<file path="src/rtl/core/bci_pkg.sv">
// Shared types and constants for the battery charge integrator.
package bci_pkg;

	localparam int TABLE_DEPTH_DEF = 16;
	localparam int TIME_WIDTH_DEF  = 40;

	localparam int LEVEL_W = 17;
	localparam int KEY_W   = 7;
	localparam int RATE_W  = 22;
	localparam int USED_W  = 5;
	localparam int INDEX_W = 4;
	localparam int EVT_W   = 40;
	localparam int EL_W    = 41;
	localparam int SUM_W   = 63;
	localparam int DVD_W   = 38;
	localparam int QUO_W   = 17;
	localparam int DIV_W   = 22;
	localparam int CFG_IDX_W = 2;

	localparam logic [LEVEL_W-1:0] FULL_LEVEL      = 17'd65536;
	localparam logic [LEVEL_W-1:0] HALF_LEVEL      = 17'd32768;
	localparam logic [LEVEL_W-1:0] THRESHOLD_RESET = 17'd13107;
	localparam logic [EL_W-1:0]    ELAPSED_CAP     = 41'h100_0000_0000;
	localparam logic [DIV_W-1:0]   HOUR_MS         = 22'd3600000;
	localparam logic [SUM_W-1:0]   HALF_HOUR_MS    = 63'd1800000;
	// Any quotient above full scale clamps the same way, so larger sums saturate.
	localparam logic [SUM_W-1:0]   SUM_LIMIT       = 63'd235933200000;
	localparam logic [QUO_W-1:0]   QUO_SAT         = 17'd65537;

	localparam logic [CFG_IDX_W-1:0] CFG_CHARGE_USED    = 2'd0;
	localparam logic [CFG_IDX_W-1:0] CFG_DISCHARGE_USED = 2'd1;
	localparam logic [CFG_IDX_W-1:0] CFG_LOW_THRESHOLD  = 2'd2;

	typedef enum logic [1:0] {
		MODE_LOAD_CHARGE,
		MODE_LOAD_DISCHARGE,
		MODE_EVENT,
		MODE_PERIODIC
	} bci_mode_t;

	typedef enum logic {
		KIND_EVENT,
		KIND_PERIODIC
	} bci_kind_t;

	typedef struct packed {
		logic                     en;
		logic                     sel_charge;
		logic [INDEX_W-1:0]       index;
		logic [KEY_W-1:0]         key;
		logic signed [RATE_W-1:0] rate;
	} bci_load_t;

	typedef struct packed {
		logic                     valid;
		logic                     charging;
		logic [USED_W-1:0]        used;
		logic [KEY_W-1:0]         pct;
		logic                     have;
		logic [KEY_W-1:0]         best_key;
		logic [KEY_W-1:0]         best_dist;
		logic signed [RATE_W-1:0] best_rate;
	} bci_token_t;

endpackage

</file>
<file path="src/rtl/core/bci_cell.sv">
// One table slot of the search chain: holds a charge and a discharge entry.
module bci_cell #(
	parameter int IDX = 0
) (
	input  logic                clk,
	input  logic                arst_n,
	input  bci_pkg::bci_load_t  load,
	input  bci_pkg::bci_token_t tok_in,
	output bci_pkg::bci_token_t tok_out
);

	logic [bci_pkg::KEY_W-1:0]         ch_key_q;
	logic signed [bci_pkg::RATE_W-1:0] ch_rate_q;
	logic [bci_pkg::KEY_W-1:0]         dc_key_q;
	logic signed [bci_pkg::RATE_W-1:0] dc_rate_q;
	bci_pkg::bci_token_t               tok_q;

	logic [bci_pkg::KEY_W-1:0]         key;
	logic signed [bci_pkg::RATE_W-1:0] rate;
	logic [bci_pkg::KEY_W-1:0]         gap;
	logic                              live;
	logic                              take;
	bci_pkg::bci_token_t               tok_nx;

	always_ff @(posedge clk) begin
		if (load.en && int'(load.index) == IDX) begin
			if (load.sel_charge) begin
				ch_key_q  <= load.key;
				ch_rate_q <= load.rate;
			end else begin
				dc_key_q  <= load.key;
				dc_rate_q <= load.rate;
			end
		end
	end

	always_comb begin
		key  = tok_in.charging ? ch_key_q : dc_key_q;
		rate = tok_in.charging ? ch_rate_q : dc_rate_q;
		gap  = (key > tok_in.pct) ? key - tok_in.pct : tok_in.pct - key;
		live = IDX < int'(tok_in.used);
		// Ties in distance go to the smaller key; equal keys keep the earlier slot.
		take = live && (!tok_in.have || gap < tok_in.best_dist ||
			(gap == tok_in.best_dist && key < tok_in.best_key));
		tok_nx = tok_in;
		if (take) begin
			tok_nx.have      = 1'b1;
			tok_nx.best_key  = key;
			tok_nx.best_dist = gap;
			tok_nx.best_rate = rate;
		end
	end

	always_ff @(posedge clk or negedge arst_n) begin
		if (!arst_n) begin
			tok_q <= '0;
		end else begin
			tok_q <= tok_nx;
		end
	end

	assign tok_out = tok_q;

endmodule

</file>
<file path="config.mk">
export PLATFORM = sky130hd
export DESIGN_NAME = bci_cell
export DESIGN_NICKNAME = d
export VERILOG_FILES = /design/src/rtl/core/bci_pkg.sv /design/src/rtl/core/bci_cell.sv
export SDC_FILE = /design/constraint.sdc
export NUM_CORES = 1
export LEC_CHECK = 0
export ABC_AREA = 1
export BUFFER_PORTS_ARGS = -buffer_cell sky130_fd_sc_hd__buf_2
export CORE_MARGIN = 4
export CORE_UTILIZATION = 58
export CTS_BUF_LIST = sky130_fd_sc_hd__clkbuf_4
export CTS_CLUSTER_DIAMETER = 60
export CTS_CLUSTER_SIZE = 10
export DETAILED_ROUTE_END_ITERATION = 10
export HOLD_SLACK_MARGIN = 0.05
export PLACE_DENSITY = 0.88
export SKIP_LAST_GASP = 1
export SLEW_MARGIN = 30
export SYNTH_ARGS = -nofsm -noshare
export SYNTH_HDL_FRONTEND = slang
export SYNTH_SLANG_ARGS = --single-unit
</file>
<file path="constraint.sdc">
create_clock -name clk -period 7.3 [get_ports clk]
set_input_delay 0.73 -clock clk [delete_from_list [all_inputs] [get_ports clk]]
set_output_delay 0.73 -clock clk [all_outputs]
set_load 0.1 [all_outputs]
</file>
Word level (Yosys, flattened, before mapping)

Index checks and enable logic that the tools add are counted.

Add/sub/neg operators: 2
Order comparisons: 4
Eq/ne operators: 1
Muxes and demuxes: 4
Bitwise operators: 1
Reductions and logical operators: 9

Operators with widths:

| kind                                                                | number |
|---|---|
| 37-bit 2-to-1 mux                                                   | 1 |
| 22-bit 2-to-1 mux                                                   | 1 |
| 7-bit < comparator                                                  | 2 |
| 7-bit 2-to-1 mux                                                    | 2 |
| 7-bit subtractor                                                    | 2 |
| 7-bit equality test                                                 | 1 |
| 7-bit > comparator                                                  | 1 |
| 1-bit by 5-bit < comparator with 1-bit output, first input constant | 1 |
| 4-bit logical NOT                                                   | 1 |
| 2-bit AND reduction                                                 | 2 |
| 1-bit logical AND                                                   | 3 |
| 1-bit logical OR                                                    | 2 |
| 1-bit logical NOT                                                   | 1 |
| 1-bit inverter                                                      | 1 |

Register bits: 109
Input bits: 88
Logic and storage cells: 33

Longest topological paths before layout

Depth in word-level cells: 8
Gate-level depth with buffers: 29
Mapped depth without buffers: 26

Least setup slack after synthesis

Ideal clock, no wire load.

Path kind: input to register
From: in tok_in[49] (netlist bit)
To: reg tok_q (netlist bit tok_out[31])
Setup time: 0.130 ns
Arrival time: 3.554 ns
Data required time: 7.170 ns
Setup slack: 3.616 ns
Stages: 28
Buffers on the path: 4
Cell sequence: buf_2 > o21ai_0 > inv_1 > ha_1 > buf_2 > nand2_1 > nand2_1 > inv_1 > nand2_1 > nand2_1 > nand2_2 > nand2_2 > inv_2 > nand2_1 > nand2_1 > inv_1 > ha_1 > nand2_1 > nor2_1 > inv_1 > nor2_1 > nand2_1 > nand2_1 > nand2_2 > buf_6 > buf_6 > nand2_2 > o21ai_2

RTL lines:

| item                 | RTL line       | text |
|---|---|---|
| start, declared      | bci_cell.sv:8  | `input bci_pkg::bci_token_t tok_in,` |
| end signal, assigned | bci_cell.sv:58 | `tok_q <= tok_nx;` |
| end, declared        | bci_cell.sv:16 | `bci_pkg::bci_token_t tok_q;` |

==> impl_metrics.py <==
metrics = {
    "power": {
        "power_mw": 1.63,
        "leakagePower_nw": 2.90,
        "vdd_drop_max_v": 0.000180,
        "power.density_mw_per_mm2": 277,
    },
    "clock_tree": {
        "numCtsBuffers": 9,
        "h-tree-depth": 3,
        "holdBufCountCts": 0,
        "cts_tree": "done",
        "ctsRootBufferMaster": "clkbuf_4",
        "clk_latency_ns": 0.43,
        "post_cts_buffers": 0,
        "cts-resized-gates": 0,
        "cts_buffer_depth": 2,
        "cts_sinks": 109,
        "clk_pin_slew_worst_paths_ns": 0.18,
    },
    "synth": {
        "ys_warn_count": 0,
        "ys_seq_area_share_pct": 61.0,
        "mappedNetlistNets": 573,
        "netlist.area_leader.share_pct": 35.2,
        "ys_ff_latch": 109,
        "synth_top_area_cell": "edfxtp_1",
        "yosys-top-cells-area": "edfxtp_1 (35%), dfrtp_1 (26%), nand2_1 (9.1%), ha_1 (7.1%), inv_1 (4.6%)",
        "synth-edff-count": 58,
        "synth_cell_types": 26,
        "avgSynthCellArea_sq_um": 10.9,
        "syn-cell-area_sq_mm": 0.00495,
        "synthArstFlopShare_pct": 46.8,
        "ys.flop_type": "edfxtp_1",
        "synth_cells": 455,
    },
    "timing": {
        "worst_slew_pin_slew_ns": 0.805,
        "clock_skew_ns": 0.0167,
        "layout_min_cycle_time_ns": 5.11,
        "hold_viol": 0,
        "setup_tns_ns": 0,
        "fin_crit_sh_pct": 70.0,
        "rsz0062_at_grt": "false",
        "fmax_ghz": 0.196,
        "slew_headroom_pct": 46.4,
        "setup-violations-final": 0,
        "drv_slew": 0,
    },
    "finish": {
        "area_growth_pct": 19.1,
        "stdcell_area_sq_mm": 0.00590,
        "fin_util_pct": 71.4,
        "final_nets": 714,
        "drive_gt1_share_pct": 30.6,
        "fill_cells": 639,
        "diodes": 0,
    },
    "placement": {
        "gp_congestion": 0.930,
        "placed_area_sq_mm": 0.00573,
        "io_buffers": 138,
        "dpl.hpwl_um": 8070,
    },
    "routing": {
        "viasPerCell": 5.07,
        "first_pass_iters": 5,
        "drt_iter0_drc": 133,
        "ant_nets": 0,
        "num_vias": 3576,
        "drt_wl_total_um": 10400,
        "wl_per_cell_um": 14.7,
        "drc": 0,
    },
    "min_path": {
        "hold_class": "in2async",
    },
    "job": {
        "max_cap_violations": 0,
    },
    "setup_path": {
        "worst_path_largest_cell_delay_ns": 0.61,
        "arrival_ns": 5.47,
        "cp_common_cell": "nand2_1",
        "worstReg2RegEnd": "tok_out[5]$_DFF_PN0_",
        "reg2reg_depth": 25,
        "path_class": "in2reg",
        "cp_max_fo": 48,
        "end_kind": "flop",
        "r2r-start": "ch_key_q[2]$_DFFE_PP_",
        "startpoint_type": "input port",
        "worstPathRequired_ns": 7.66,
        "r2r_slack_ns": 2.89,
        "cp_slowest_cell": "buf_2",
    },
    "grt": {
        "overflow": 0,
        "grt_antenna_before_repair": 0,
        "grt_pass1_vias": 3658,
        "track_usage_pct": 21.2,
        "grt_max_degree": 52,
        "grt_pass1_wl_um": 16600,
    },
    "die": {
        "design.die.area_sq_mm": 0.0101,
        "die_h_um": 100,
        "die_w_um": 100,
        "pin_count": 139,
        "num_rows": 33,
        "start_util_pct": 59.9,
        "core_area_sq_mm": 0.00826,
    },
    "status": {
        "status": "finished, final reports clean",
    },
}
-- cell type report --
type	instances	area [sq um]	share of cell area (%)
clock inverter	7	95.1	1.61
clock buffer	9	67.6	1.15
sequential	109	3020	51.2
tap	105	131	2.23
inverter	62	233	3.95
timing repair buffer	142	721	12.2
multi-input combinational	272	1630	27.7
-- cell usage in the layout, fill, tap and decap left out, types with 3 or more instances in the layout --
cell type,n
o21ai_0,28
ha_1,28
buf_4,4
edfxtp_1,58
o21ai_2,10
nand2_1,120
or2_2,5
inv_1,60
a21oi_1,10
dfrtp_1,51
xor2_1,3
nand4_1,4
clkbuf_4,9
nand3b_1,3
nor2_1,12
nand2_2,7
mux2i_1,22
nand3_1,10
buf_2,138
-- cells by family after synthesis --
logic type                 Yosys count  share of synthesized area [%]
buffers and inverters               74                           6.17
adders and majority gates           30                           7.89
xor gates and xnor gates             4                          0.708
muxes                               22                           4.45
DFF                                109                           61.0
AOI/OAI and AO/OA                   49                           5.71
and+or+nand+nor                    167                           14.1
-- worst max path at each step --
stage / start / end / slack (ns) / depth (start not counted)
floorplan: tok_in[49] / tok_out[31]$_DFF_PN0_ / 3.62 / 28
global placement: tok_in[49] / tok_out[29]$_DFF_PN0_ / 1.89 / 24
detailed placement: tok_in[49] / tok_out[5]$_DFF_PN0_ / 1.77 / 27
CTS: tok_in[49] / tok_out[5]$_DFF_PN0_ / 2.22 / 27
global route: tok_in[49] / tok_out[5]$_DFF_PN0_ / 1.74 / 27
finish: tok_in[49] / tok_out[5]$_DFF_PN0_ / 2.19 / 27
-- routing by layer --
metal	global-route usage (%)	wire length [um]	vias up
met5	0	0	-
met4	4.87	109	0
met3	5.91	758	6
met2	39.3	5510	111
met1	24.1	4010	1692
li1	-	-	1767
-- stage by stage --
stage          hold WS, ns  setup WS [ns]  std cells
2_1_floorplan        0.434           3.62        455
3_3_place_gp         0.526           1.89        690
3_5_place_dp         0.548           1.77        690
4_1_cts              0.354           2.22        706
5_1_grt              0.325           1.74        706
6_report             0.365           2.19        706
-- state kept, by name, indices dropped and copies added (netlist names) --
register   count
ch_key_q       7
ch_rate_q     22
dc_rate_q     22
dc_key_q       7
tok_out       51
-- cells in the mapped netlist (2+ instances only) --
library cell	number
fa_1	2
buf_6	2
o21ai_2	10
nand2_1	120
or2_2	5
nand3_1	10
o21ai_0	28
mux2i_1	22
a21oi_1	10
buf_2	7
nand3b_1	3
clkbuf_2	3
nor3_1	2
edfxtp_1	58
xor2_1	3
nor2_1	14
inv_1	60
inv_2	2
dfrtp_1	51
nand4_1	4
nand2_2	7
ha_1	28
-- critical path: cells and delay by family --
family | cells | cell delay, ns
adders and majority gates | 2 | 0.76
AOI/OAI and AO/OA | 3 | 0.44
and+or+nand+nor | 15 | 2.04
buffers and inverters | 7 | 1.47
-- report_power, final --
group          switching, mW  internal [mW]
sequential            0.0143          0.697
clock                  0.208          0.113
combinational          0.493          0.107
Note: power is estimated with default switching activity, not from simulation.
