[src/rtl/core/bci_pkg.sv]
// Shared types and constants for the battery charge integrator.
package bci_pkg;

	localparam int TABLE_DEPTH_DEF = 16;
	localparam int TIME_WIDTH_DEF  = 40;

	localparam int LEVEL_W = 17;
	localparam int KEY_W   = 7;
	localparam int RATE_W  = 22;
	localparam int USED_W  = 5;
	localparam int INDEX_W = 4;
	localparam int EVT_W   = 40;
	localparam int EL_W    = 41;
	localparam int SUM_W   = 63;
	localparam int DVD_W   = 38;
	localparam int QUO_W   = 17;
	localparam int DIV_W   = 22;
	localparam int CFG_IDX_W = 2;

	localparam logic [LEVEL_W-1:0] FULL_LEVEL      = 17'd65536;
	localparam logic [LEVEL_W-1:0] HALF_LEVEL      = 17'd32768;
	localparam logic [LEVEL_W-1:0] THRESHOLD_RESET = 17'd13107;
	localparam logic [EL_W-1:0]    ELAPSED_CAP     = 41'h100_0000_0000;
	localparam logic [DIV_W-1:0]   HOUR_MS         = 22'd3600000;
	localparam logic [SUM_W-1:0]   HALF_HOUR_MS    = 63'd1800000;
	// Any quotient above full scale clamps the same way, so larger sums saturate.
	localparam logic [SUM_W-1:0]   SUM_LIMIT       = 63'd235933200000;
	localparam logic [QUO_W-1:0]   QUO_SAT         = 17'd65537;

	localparam logic [CFG_IDX_W-1:0] CFG_CHARGE_USED    = 2'd0;
	localparam logic [CFG_IDX_W-1:0] CFG_DISCHARGE_USED = 2'd1;
	localparam logic [CFG_IDX_W-1:0] CFG_LOW_THRESHOLD  = 2'd2;

	typedef enum logic [1:0] {
		MODE_LOAD_CHARGE,
		MODE_LOAD_DISCHARGE,
		MODE_EVENT,
		MODE_PERIODIC
	} bci_mode_t;

	typedef enum logic {
		KIND_EVENT,
		KIND_PERIODIC
	} bci_kind_t;

	typedef struct packed {
		logic                     en;
		logic                     sel_charge;
		logic [INDEX_W-1:0]       index;
		logic [KEY_W-1:0]         key;
		logic signed [RATE_W-1:0] rate;
	} bci_load_t;

	typedef struct packed {
		logic                     valid;
		logic                     charging;
		logic [USED_W-1:0]        used;
		logic [KEY_W-1:0]         pct;
		logic                     have;
		logic [KEY_W-1:0]         best_key;
		logic [KEY_W-1:0]         best_dist;
		logic signed [RATE_W-1:0] best_rate;
	} bci_token_t;

endpackage

[src/rtl/core/bci_div.sv]
// Division by one hour in milliseconds through a shift and a reciprocal multiply.
module bci_div (
	input  logic                        clk,
	input  logic                        arst_n,
	input  logic                        start,
	input  logic [bci_pkg::DVD_W-1:0]   dividend,
	output logic                        done,
	output logic [bci_pkg::QUO_W-1:0]   quotient
);

	localparam int HOUR_SHIFT  = 7;
	localparam int SCALED_W    = bci_pkg::DVD_W - HOUR_SHIFT;
	localparam int RECIP_W     = 32;
	localparam int RECIP_SHIFT = 46;
	localparam int PROD_W      = SCALED_W + RECIP_W;
	localparam logic [RECIP_W-1:0] HOUR_RECIP = 32'd2501999793;

	logic [PROD_W-1:0] prod_q;
	logic              done_q;

	always_ff @(posedge clk or negedge arst_n) begin
		if (!arst_n) begin
			done_q <= 1'b0;
		end else begin
			done_q <= start;
		end
	end

	// One hour is 128 * 28125. After the shift, the product with the rounded-up
	// reciprocal of 28125 gives the exact quotient for any 31-bit operand.
	always_ff @(posedge clk) begin
		if (start) begin
			prod_q <= PROD_W'(dividend[bci_pkg::DVD_W-1:HOUR_SHIFT]) * PROD_W'(HOUR_RECIP);
		end
	end

	assign done     = done_q;
	assign quotient = prod_q[RECIP_SHIFT +: bci_pkg::QUO_W];

endmodule

[config.mk]
export PLATFORM = sky130hd
export DESIGN_NAME = bci_div
export DESIGN_NICKNAME = d
export VERILOG_FILES = /design/src/rtl/core/bci_pkg.sv /design/src/rtl/core/bci_div.sv
export SDC_FILE = /design/constraint.sdc
export NUM_CORES = 1
export LEC_CHECK = 0
export BUFFER_PORTS_ARGS = -buffer_cell sky130_fd_sc_hd__buf_2
export CAP_MARGIN = 10
export CORE_ASPECT_RATIO = 1.75
export CORE_MARGIN = 2
export CORE_UTILIZATION = 45
export DETAILED_ROUTE_END_ITERATION = 16
export PLACE_DENSITY = 0.72
export SLEW_MARGIN = 10
export SYNTH_ARGS = -nofsm -noshare
export SYNTH_HDL_FRONTEND = slang
export SYNTH_SLANG_ARGS = --single-unit
[constraint.sdc]
create_clock -name clk -period 0.8 [get_ports clk]
set_clock_uncertainty 0.2 [all_clocks]
set_input_delay 0.16 -clock clk [delete_from_list [all_inputs] [get_ports clk]]
set_output_delay 0.16 -clock clk [all_outputs]
set_load 0.02 [all_outputs]
# Word level (Yosys, flattened, before mapping)
# Cells that the tools add are included.
# word_totals
wordCells	3
regBits	64
# classes
multipliers	1
# op_table
cell	count
$mul 31x32->63 const B	1

# Depth between registers and ports, before layout
# Gate-level depths: netlist of the first run.
# depth
word_depth	1
depth_mapped	26
mapped_depth_nobuf	26

# Worst setup path after synthesis of the first run
# No wires, ideal clock.
# synth_path
kind	input port to flip-flop
startpoint	input dividend[17] (netlist bit)
endpoint	register prod_q[56] (data pin)
stages	21
path_buffers	0
t_arrival_ps	6122
t_required_ps	340
setup_slack_ps	-5782
path_cell_list	inv_1 > fa_1 > fa_1 > fa_1 > inv_1 > fa_1 > inv_1 > fa_1 > inv_1 > fa_1 > fa_1 > fa_1 > ha_1 > nand4_2 > or4_4 > a2111o_1 > a31oi_1 > a211oi_2 > o21ai_2 > a221oi_2 > xnor2_1
# synth_between
elab_chain_len	1
# synth_rtl
item	line_no	source
start: declaration	bci_div.sv:6	input logic [bci_pkg::DVD_W-1:0] dividend,
$mul 31x32->63	bci_div.sv:33	prod_q <= PROD_W'(dividend[bci_pkg::DVD_W-1:HOUR_SHIFT]) * PROD_W'(HOUR_RECIP);
end signal: assignment	bci_div.sv:33	
end: declaration	bci_div.sv:18	logic [PROD_W-1:0] prod_q;
# Every way passes these cells.
# A chain may end at the register's enable or synchronous reset.

# Worst setup path in the final report of the first run
# layout_path
startpoint	input dividend[27] (netlist bit)
endpoint	register prod_q[55] (data pin)
# Same word-level chain as after synthesis.

==> summary.md, run 1 <==
| Metric | Value |
|---|---|
| PortBufs | 51 |
| Share of post-route cells with drive strength above 1 | 27.0% |
| CTS buffer count | 3 |
| Flops & latches, synth | 18 |
| Vias | 11.5k |
| Initial core utilization | 45.9% |
| Core area | 33000 sq um |
| Max Clk Rate | 153 MHz |
| Worst-Margin Slew | 466 ps |
| Pre-antenna DRT Iters | 5 |
| Post-route cell area | 19000 sq um |
| Crit path time final | 6540 ps |
| Die area | 35200 sq um |
| Synth top area share | 43.0% |
| Setup TNS | -101690 ps |
| Worst setup EP type | flop |
| Worst slack at placement | -6060 ps |
| Antenna violations before repair | 0 |
| Period Utilization, post-route | 818% |
| CTS clk-pin slew, worst paths | 50 ps |
| Syn nets | 2169 |
| Max-slew violation count | 0 |
| Ys Warns | 0 |
| Area post-placement | 18100 sq um |
| Ant. Diodes | 0 |
| Maxcap violations | 0 |
| All-layer global routing usage | 27.1% |
| Critical path type | input pin to flop |
| Largest net degree at the start of global routing | 14 |
| Commonest non-fill, non-tap cell in the layout | inv_1 |
| Starting DRT DRC Count | 432 |
| Main flop type after synthesis | edfxtp_1 |
| Post-synth top area cell | fa_1 |
| First-pass GRT wire length | 71400 um |
| Drt wl/cell | 21.0 um |
| PnR worst setup slack | -5740 ps |
| Clk root buf | clkbuf_16 |
| RSZ-0062 raised after global routing | yes |
| Arrival time at the worst endpoint | 6340 ps |
| Slew headroom | 68.6% |
| Hold slack | 10.7 ps |
| Critical path peak fanout | 5 |
| Post-synth ARST share | 5.56% |
| DR vias/cell | 5.32 |
| Max clock buf depth | 2 |
| Worst min path class | input pin to async pin |
| Critical path origin | dividend[27] |
| Routed Antenna Nets | 0 |
| Post-synthesis sequential area ratio | 3.54% |
| Avg Inst Size Synth | 10.6 sq um |
| Critical Path Source Type | input pin |
| Site Rows | 88 |
| Sink Count | 18 |
| Layout area overhead | 25.5% |
| Outcome | complete, but fails checks |
| DRC | 0 |
| H-tree depth | 1 |
| Synth Instances | 1424 |
| Placer Congestion | 1.01 |
| Drt total wl | 45300 um |
| Final hold vios | 0 |
| Die span in x | 143 um |
| Final setup vio count | 35 |
| Final net count | 2500 |
| Filler cells | 2763 |
| Ports | 59 |
| Die Ht | 247 um |
| Worst Setup EP | prod_q[55]$_DFFE_PP_ |
| Failing checks | setup timing |
| HPWL after DPL | 41600 um |
| Congestion Overflow GR | 0 |
| Required time worst endpoint | 600 ps |
| Vias in the first global route | 13.7k |
| EDFF count, synth | 17 |
| Synth area leaders | fa_1 43%, ha_1 31%, inv_1 11%, edfxtp_1 3.4%, a21oi_1 1.6% |
| Netlist Area Pre-Place | 15100 sq um |
| Unique cell type count in the Yosys netlist | 54 |
| Most frequent cells in the layout | 419 x inv_1, 346 x ha_1, 294 x fa_1 |
| CTS tree | done |
## routing by layer
layer / vias to the layer above / share of wire (%) / global-route usage [%] / wire length, um
met5: - / 0 / 0 / 0
met4: 0 / 9.6 / 20.1 / 4350
met3: 173 / 2.6 / 1.86 / 1160
met2: 313 / 55 / 51.9 / 25100
met1: 5824 / 32 / 26.8 / 14700
li1: 5173 / - / - / -
## metrics by stage
step,instances,util [%]
finish,2159,57.5
global route,2159,57.5
CTS,2155,56.8
floorplan,1424,-
global placement,2140,54.7
detailed placement,2140,54.7
## cell type report
type / instances / area (sq um) / share of cell area (%)
well taps: 405 / 507 / 2.67
multi-input cells: 972 / 13700 / 72.3
flip-flops and latches: 18 / 536 / 2.82
inverters: 431 / 1620 / 8.53
repair buffers: 329 / 2520 / 13.2
clock buffers: 4 / 78.8 / 0.415
## flip-flops by register name, summed over array words and instances, names as in the netlist
signal and count:
done 1, prod_q 17
## cell families (layout without fill, tap and decap cells)
kind of cell | after synthesis | count (layout) | share of synthesized area (%)
fa+ha+maj | 704 | 704 | 74.3
simple gates | 96 | 96 | 3.23
xor+xnor | 20 | 20 | 1.16
buf+inv | 434 | 764 | 10.8
compound gates | 152 | 152 | 7.04
flops | 18 | 18 | 3.54
## worst max-delay path, stage by stage
cell and delay (ps):
buf_8 110, fa_2 610, buf_6 110, fa_1 430, fa_1 520, fa_1 510, fa_2 550, fa_2 460
fa_1 520, fa_2 490, ha_4 330, nand2_4 70, nor3_4 190, nand2_2 90, or4_4 490, o221a_4 250
o211ai_1 210, nand2_1 110, xnor2_1 140
## synth_stat cells, types with 3 or more instances
master and instances:
a211oi_1 3, a21o_1 29, a21oi_1 48, a31oi_1 3, edfxtp_1 17, fa_1 325, ha_1 379, inv_1 431
nand2_1 33, nand3_1 8, nand4_1 14, nor2_1 15, nor2b_1 5, nor3_1 6, o211ai_1 6, o21a_1 5
o21ai_0 20, o21ai_1 5, o21bai_1 6, o31ai_1 4, or3_1 3, xnor2_1 15, xor2_1 5
## worst min-delay path by stage
| stage | depth (start not counted) | start | endpoint |
|---|---|---|---|
| 5_1_grt | 2 | start | done$_DFF_PN0_ |
| 6_report | 2 | arst_n | done$_DFF_PN0_ |
| 4_1_cts | 2 | arst_n | done$_DFF_PN0_ |
| 2_1_floorplan | 0 | arst_n | done$_DFF_PN0_ |
| 3_3_place_gp | 1 | arst_n | done$_DFF_PN0_ |
| 3_5_place_dp | 1 | arst_n | done$_DFF_PN0_ |
## repair_timing
action | CTS | global route
resized for setup | 121 | 47
endpoints found under the setup margin | 35 | 35
pin swaps | 77 | 28
hold endpoints to repair | 1 | 0
setup buffers | 10 | 4
hold buffers | 1 | 0
Power of run 1 is not shown: default switching activity piles up to over one toggle a cycle in this logic, so the estimate is an artifact.
==> run 2: changes to the inputs <==
--- a/config.mk
+++ b/config.mk
@@ -11,7 +11,6 @@
 export CORE_MARGIN = 2
 export CORE_UTILIZATION = 45
 export DETAILED_ROUTE_END_ITERATION = 16
-export PLACE_DENSITY = 0.72
 export SLEW_MARGIN = 10
 export SYNTH_ARGS = -nofsm -noshare
 export SYNTH_HDL_FRONTEND = slang
==> run 2 against run 1 <==
Net effect:
- the run still ends with setup timing left
- first-iteration DRC count fell by 28%
- count of clock-buffer cells in the layout did not move
- critical endpoint is now prod_q[62]$_DFFE_PP_
- via count fell by 1.7%
- non-clock buffer count rose by 10
- highest routed layer unchanged
- worst setup slack improved by 22 ps
==> summary.md, run 2 (synthesis gave the netlist of run 1 again) <==
| Metric | Value |
|---|---|
| Outcome | complete, but fails checks |
| Failing checks | setup timing |
| Pre-antenna DRT Iters | 5 |
| PortBufs | 51 |
| Initial core utilization | 45.9% |
| Final design utilization | 57.7% |
| Number of flip-flops in the largest register | 17 |
| Largest net degree at the start of global routing | 14 |
| Final net count | 2510 |
| Setup TNS | -101430 ps |
| Reg with most FFs | prod_q |
| CP max stage cell | fa_2 |
| Crit path time final | 6520 ps |
| Clk root buf | clkbuf_16 |
| RSZ-0062 raised after global routing | yes |
| Drt total wl | 45400 um |
| Crit-path leading delay family | adder cells |
| Starting DRT DRC Count | 312 |
| Core area | 33000 sq um |
| Share of post-route cells with drive strength above 1 | 26.1% |
| Most used cell along the critical path | fa_1 |
| HPWL after DPL | 42100 um |
| Arrival time at the worst endpoint | 6320 ps |
| Final setup vio count | 35 |
| WP buf/inv | 8 |
| Antenna violations before repair | 0 |
| PnR worst setup slack | -5720 ps |
| Most frequent cells in the layout | 417 x inv_1, 354 x ha_1, 304 x fa_1 |
| DRC | 0 |
| CP max stage delay | 630 ps |
| CTS buffer count | 3 |
| Required time worst endpoint | 600 ps |
| Site Rows | 88 |
| Max-slew violation count | 0 |
| CTS tree | done |
| Vias | 11.3k |
| Layout area overhead | 25.8% |
| Sink Count | 18 |
| Max Clk Rate | 153 MHz |
| Critical Path Source Type | input pin |
| Worst setup EP type | flop |
| All-layer global routing usage | 27.5% |
| Die area | 35200 sq um |
| Ant. Diodes | 0 |
| Ports | 59 |
| DR vias/cell | 5.21 |
| H-tree depth | 1 |
| Congestion Overflow GR | 0 |
| Final hold vios | 0 |
| Drt wl/cell | 21.0 um |
| Worst min path class | input pin to async pin |
| Max clock buf depth | 2 |
| Routed Antenna Nets | 0 |
| Slew headroom | 69.9% |
| Placer Congestion | 0.959 |
| Die Ht | 247 um |
| Worst-Margin Slew | 452 ps |
| Vias in the first global route | 13.3k |
| Commonest non-fill, non-tap cell in the layout | inv_1 |
| First-pass GRT wire length | 71800 um |
| Maxcap violations | 0 |
| Period Utilization, post-route | 815% |
| Die span in x | 143 um |
| Critical path type | input pin to flop |
| Critical path peak fanout | 3 |
| CTS clk-pin slew, worst paths | 60 ps |
==> run 2: changes by cell type in the layout (fill, tap and decap cells not counted), moves of 3 or more <==
cell	before	now
buf_2	29	25
fa_1	294	304
ha_4	29	24
fa_2	31	21
nand2_1	25	30
buf_6	22	32
a21oi_2	12	9
buf_4	272	277
ha_2	4	1
ha_1	346	354
xnor2_2	1	4
nand2_2	6	1
==> run 2: worst paths after layout <==
kind | startpoint | end | slack, ps | cells after the start
setup / recovery | dividend[28] | prod_q[62]$_DFFE_PP_ | -5720 | 26
max in group asynchronous | arst_n | done$_DFF_PN0_ | 310 | 2
min in group clk | start | done$_DFF_PN0_ | 20 | 2
hold / removal | arst_n | done$_DFF_PN0_ | 9 | 2
==> run 2: stage by stage <==
stage	cells	cell area (sq um)	setup WS (ps)	hold WS [ps]
2_1_floorplan	1424	15300	-5560	-336
3_3_place_gp	2155	18200	-6100	-265
3_5_place_dp	2155	18200	-6180	-264
4_1_cts	2168	18900	-5700	2.07
5_1_grt	2169	19000	-5910	28.9
6_report	2169	19000	-5720	8.62
==> run 2: repair_timing <==
action	in CTS	in global routing
hold buffers	1	0
setup buffers	9	3
resized for setup	134	26
endpoints found under the hold margin	1	0
pin swaps	46	22
setup endpoints to repair	35	35
==> run 2: layout make-up <==
class / instances / area (sq um)
Timing Repair Buffer: 339 / 2650
Inverter: 431 / 1620
Sequential cell: 18 / 536
Clock buffer: 4 / 78.8
Tap cell: 405 / 507
Multi-Input combinational cell: 972 / 13700
Fill cell: 2893 / 14000
==> run 2: per-layer routing <==
layer | share of wire, % | track usage (%) | wire [um]
met5 | 0 | 0 | 0
met1 | 34 | 28.5 | 15300
met4 | 8.1 | 17.1 | 3700
met2 | 56 | 53.0 | 25400
met3 | 2.3 | 1.78 | 1070
Power of run 2 is left out for the same reason.
==> run 3: changes to the inputs <==
==> constraint.sdc (replaced) <==
create_clock -name clk -period 7.45 [get_ports clk]
set_clock_uncertainty 0.2 [all_clocks]
set_input_delay 1.49 -clock clk [delete_from_list [all_inputs] [get_ports clk]]
set_output_delay 1.49 -clock clk [all_outputs]
set_load 0.02 [all_outputs]
==> run 3 against run 2 <==
Net effect:
- count of clock-buffer cells in the layout shrank 1
- highest routed layer unchanged
- sequential share of layout area grew 0.10 points
- via count decreased by 2.2%
- first-iteration DRC count grew 3.5%
- the flow still finishes with violations (setup timing)
==> summary.md, run 3 (synthesis gave the netlist of run 1 again) <==
| Metric | Value |
|---|---|
| Die area | 35200 sq um |
| Critical path type | input pin to flop |
| Critical path peak fanout | 3 |
| Site Rows | 88 |
| Maxcap violations | 0 |
| CTS clk-pin slew, worst paths | 50 ps |
| CTS buffer count | 3 |
| Worst-Margin Slew | 474 ps |
| CP max stage cell | fa_2 |
| CP Cell Sequence | buf_8 > clkinvlp_4 > fa_2 > inv_2 > fa_1 > inv_2 > fa_2 > inv_1 > ha_1 > fa_1 > fa_1 > fa_2 > fa_2 > ha_4 > buf_6 > a21oi_4 > o21ai_2 > a21oi_2 > o21ai_2 > a2111oi_4 > nor2_4 > and4_4 > o31ai_4 > xnor2_2 |
| Worst setup EP type | flop |
| Worst Setup EP | prod_q[60]$_DFFE_PP_ |
| Vias | 11.0k |
| HPWL after DPL | 40900 um |
| Period Utilization, post-route | 106% |
| All-layer global routing usage | 26.5% |
| Antenna violations before repair | 1 |
| Routed Antenna Nets | 0 |
| Vias in the first global route | 13.0k |
| Initial core utilization | 45.9% |
| Reg with most FFs | prod_q |
| Drt total wl | 43900 um |
| Final net count | 2454 |
| Placer Congestion | 0.996 |
| Crit-path leading delay family | adder cells |
| Hold_buf cts | 0 |
| Worst min path class | input pin to async pin |
| Die span in x | 143 um |
| Final design utilization | 55.6% |
| Congestion Overflow GR | 0 |
| Critical path origin | dividend[17] |
| Max-slew violation count | 0 |
| H-tree depth | 1 |
| WP buf/inv | 6 |
| Starting DRT DRC Count | 323 |
| Most frequent cells in the layout | 421 x inv_1, 361 x ha_1, 303 x fa_1 |
| Pre-antenna DRT Iters | 5 |
| PnR worst setup slack | -483 ps |
| Arrival time at the worst endpoint | 7720 ps |
| Commonest non-fill, non-tap cell in the layout | inv_1 |
| Max clock buf depth | 2 |
| PortBufs | 51 |
| Crit path time final | 7930 ps |
| First-pass GRT wire length | 69000 um |
| Failing checks | setup timing |
| RSZ-0062 raised after global routing | yes |
| Number of flip-flops in the largest register | 17 |
| Max Clk Rate | 126 MHz |
| Final hold vios | 0 |
| Die Ht | 247 um |
| Clk root buf | clkbuf_16 |
| CTS tree | done |
| Required time worst endpoint | 7240 ps |
| Slew headroom | 68.1% |
| Ports | 59 |
| Layout area overhead | 21.4% |
| Outcome | complete, but fails checks |
| CP max stage delay | 590 ps |
| Core area | 33000 sq um |
| Share of post-route cells with drive strength above 1 | 23.4% |
| Levels on crit path | 24 |
| Drt wl/cell | 20.8 um |
| DR vias/cell | 5.22 |
| Most used cell along the critical path | fa_2 |
| Final setup vio count | 17 |
| DRC | 0 |
| Critical Path Source Type | input pin |
| Sink Count | 18 |
| Largest net degree at the start of global routing | 19 |
## run 3: area by class of cell
type,instances,area [sq um]
clock buffers,3,75.1
well taps,405,507
multi-input cells,972,13500
flip-flops and latches,18,536
fillers,2933,14700
inverters,431,1620
diodes,1,2.50
clock inverters,1,3.75
repair buffers,283,2090
## run 3: what timing repair did
action / CTS / global route
gates resized for setup: 86 / 33
setup endpoints to repair: 17 / 17
pin swaps: 34 / 25
buffers inserted: 7 / 8
## run 3: worst min path at each step
stage | from | end | slack [ps] | cells past startpoint
after floorplan | arst_n | done$_DFF_PN0_ | 990 | 0
after global placement | arst_n | done$_DFF_PN0_ | 1070 | 1
after detailed placement | arst_n | done$_DFF_PN0_ | 1070 | 1
after CTS | arst_n | done$_DFF_PN0_ | 800 | 1
after global routing | arst_n | done$_DFF_PN0_ | 800 | 1
final | arst_n | done$_DFF_PN0_ | 800 | 1
## run 3: per-stage QoR
step / setup TNS (ps) / area (sq um) / hold slack, ps / setup slack, ps / cells
finish: -6140 / 18400 / 803 / -483 / 2114
global route: -9500 / 18400 / 803 / -696 / 2114
CTS: -5710 / 18200 / 802 / -485 / 2106
detailed placement: -13140 / 17700 / 1070 / -917 / 2096
global placement: -12300 / 17700 / 1070 / -875 / 2096
floorplan: -1120 / 15300 / 994 / -241 / 1424
## run 3: metal layers
layer	part of all wire, %	global-route usage (%)
met1	31	25.3
met2	57	52.4
met4	9.3	18.6
met3	2.2	1.47
met5	0	0
Power of run 3 is left out for the same reason.
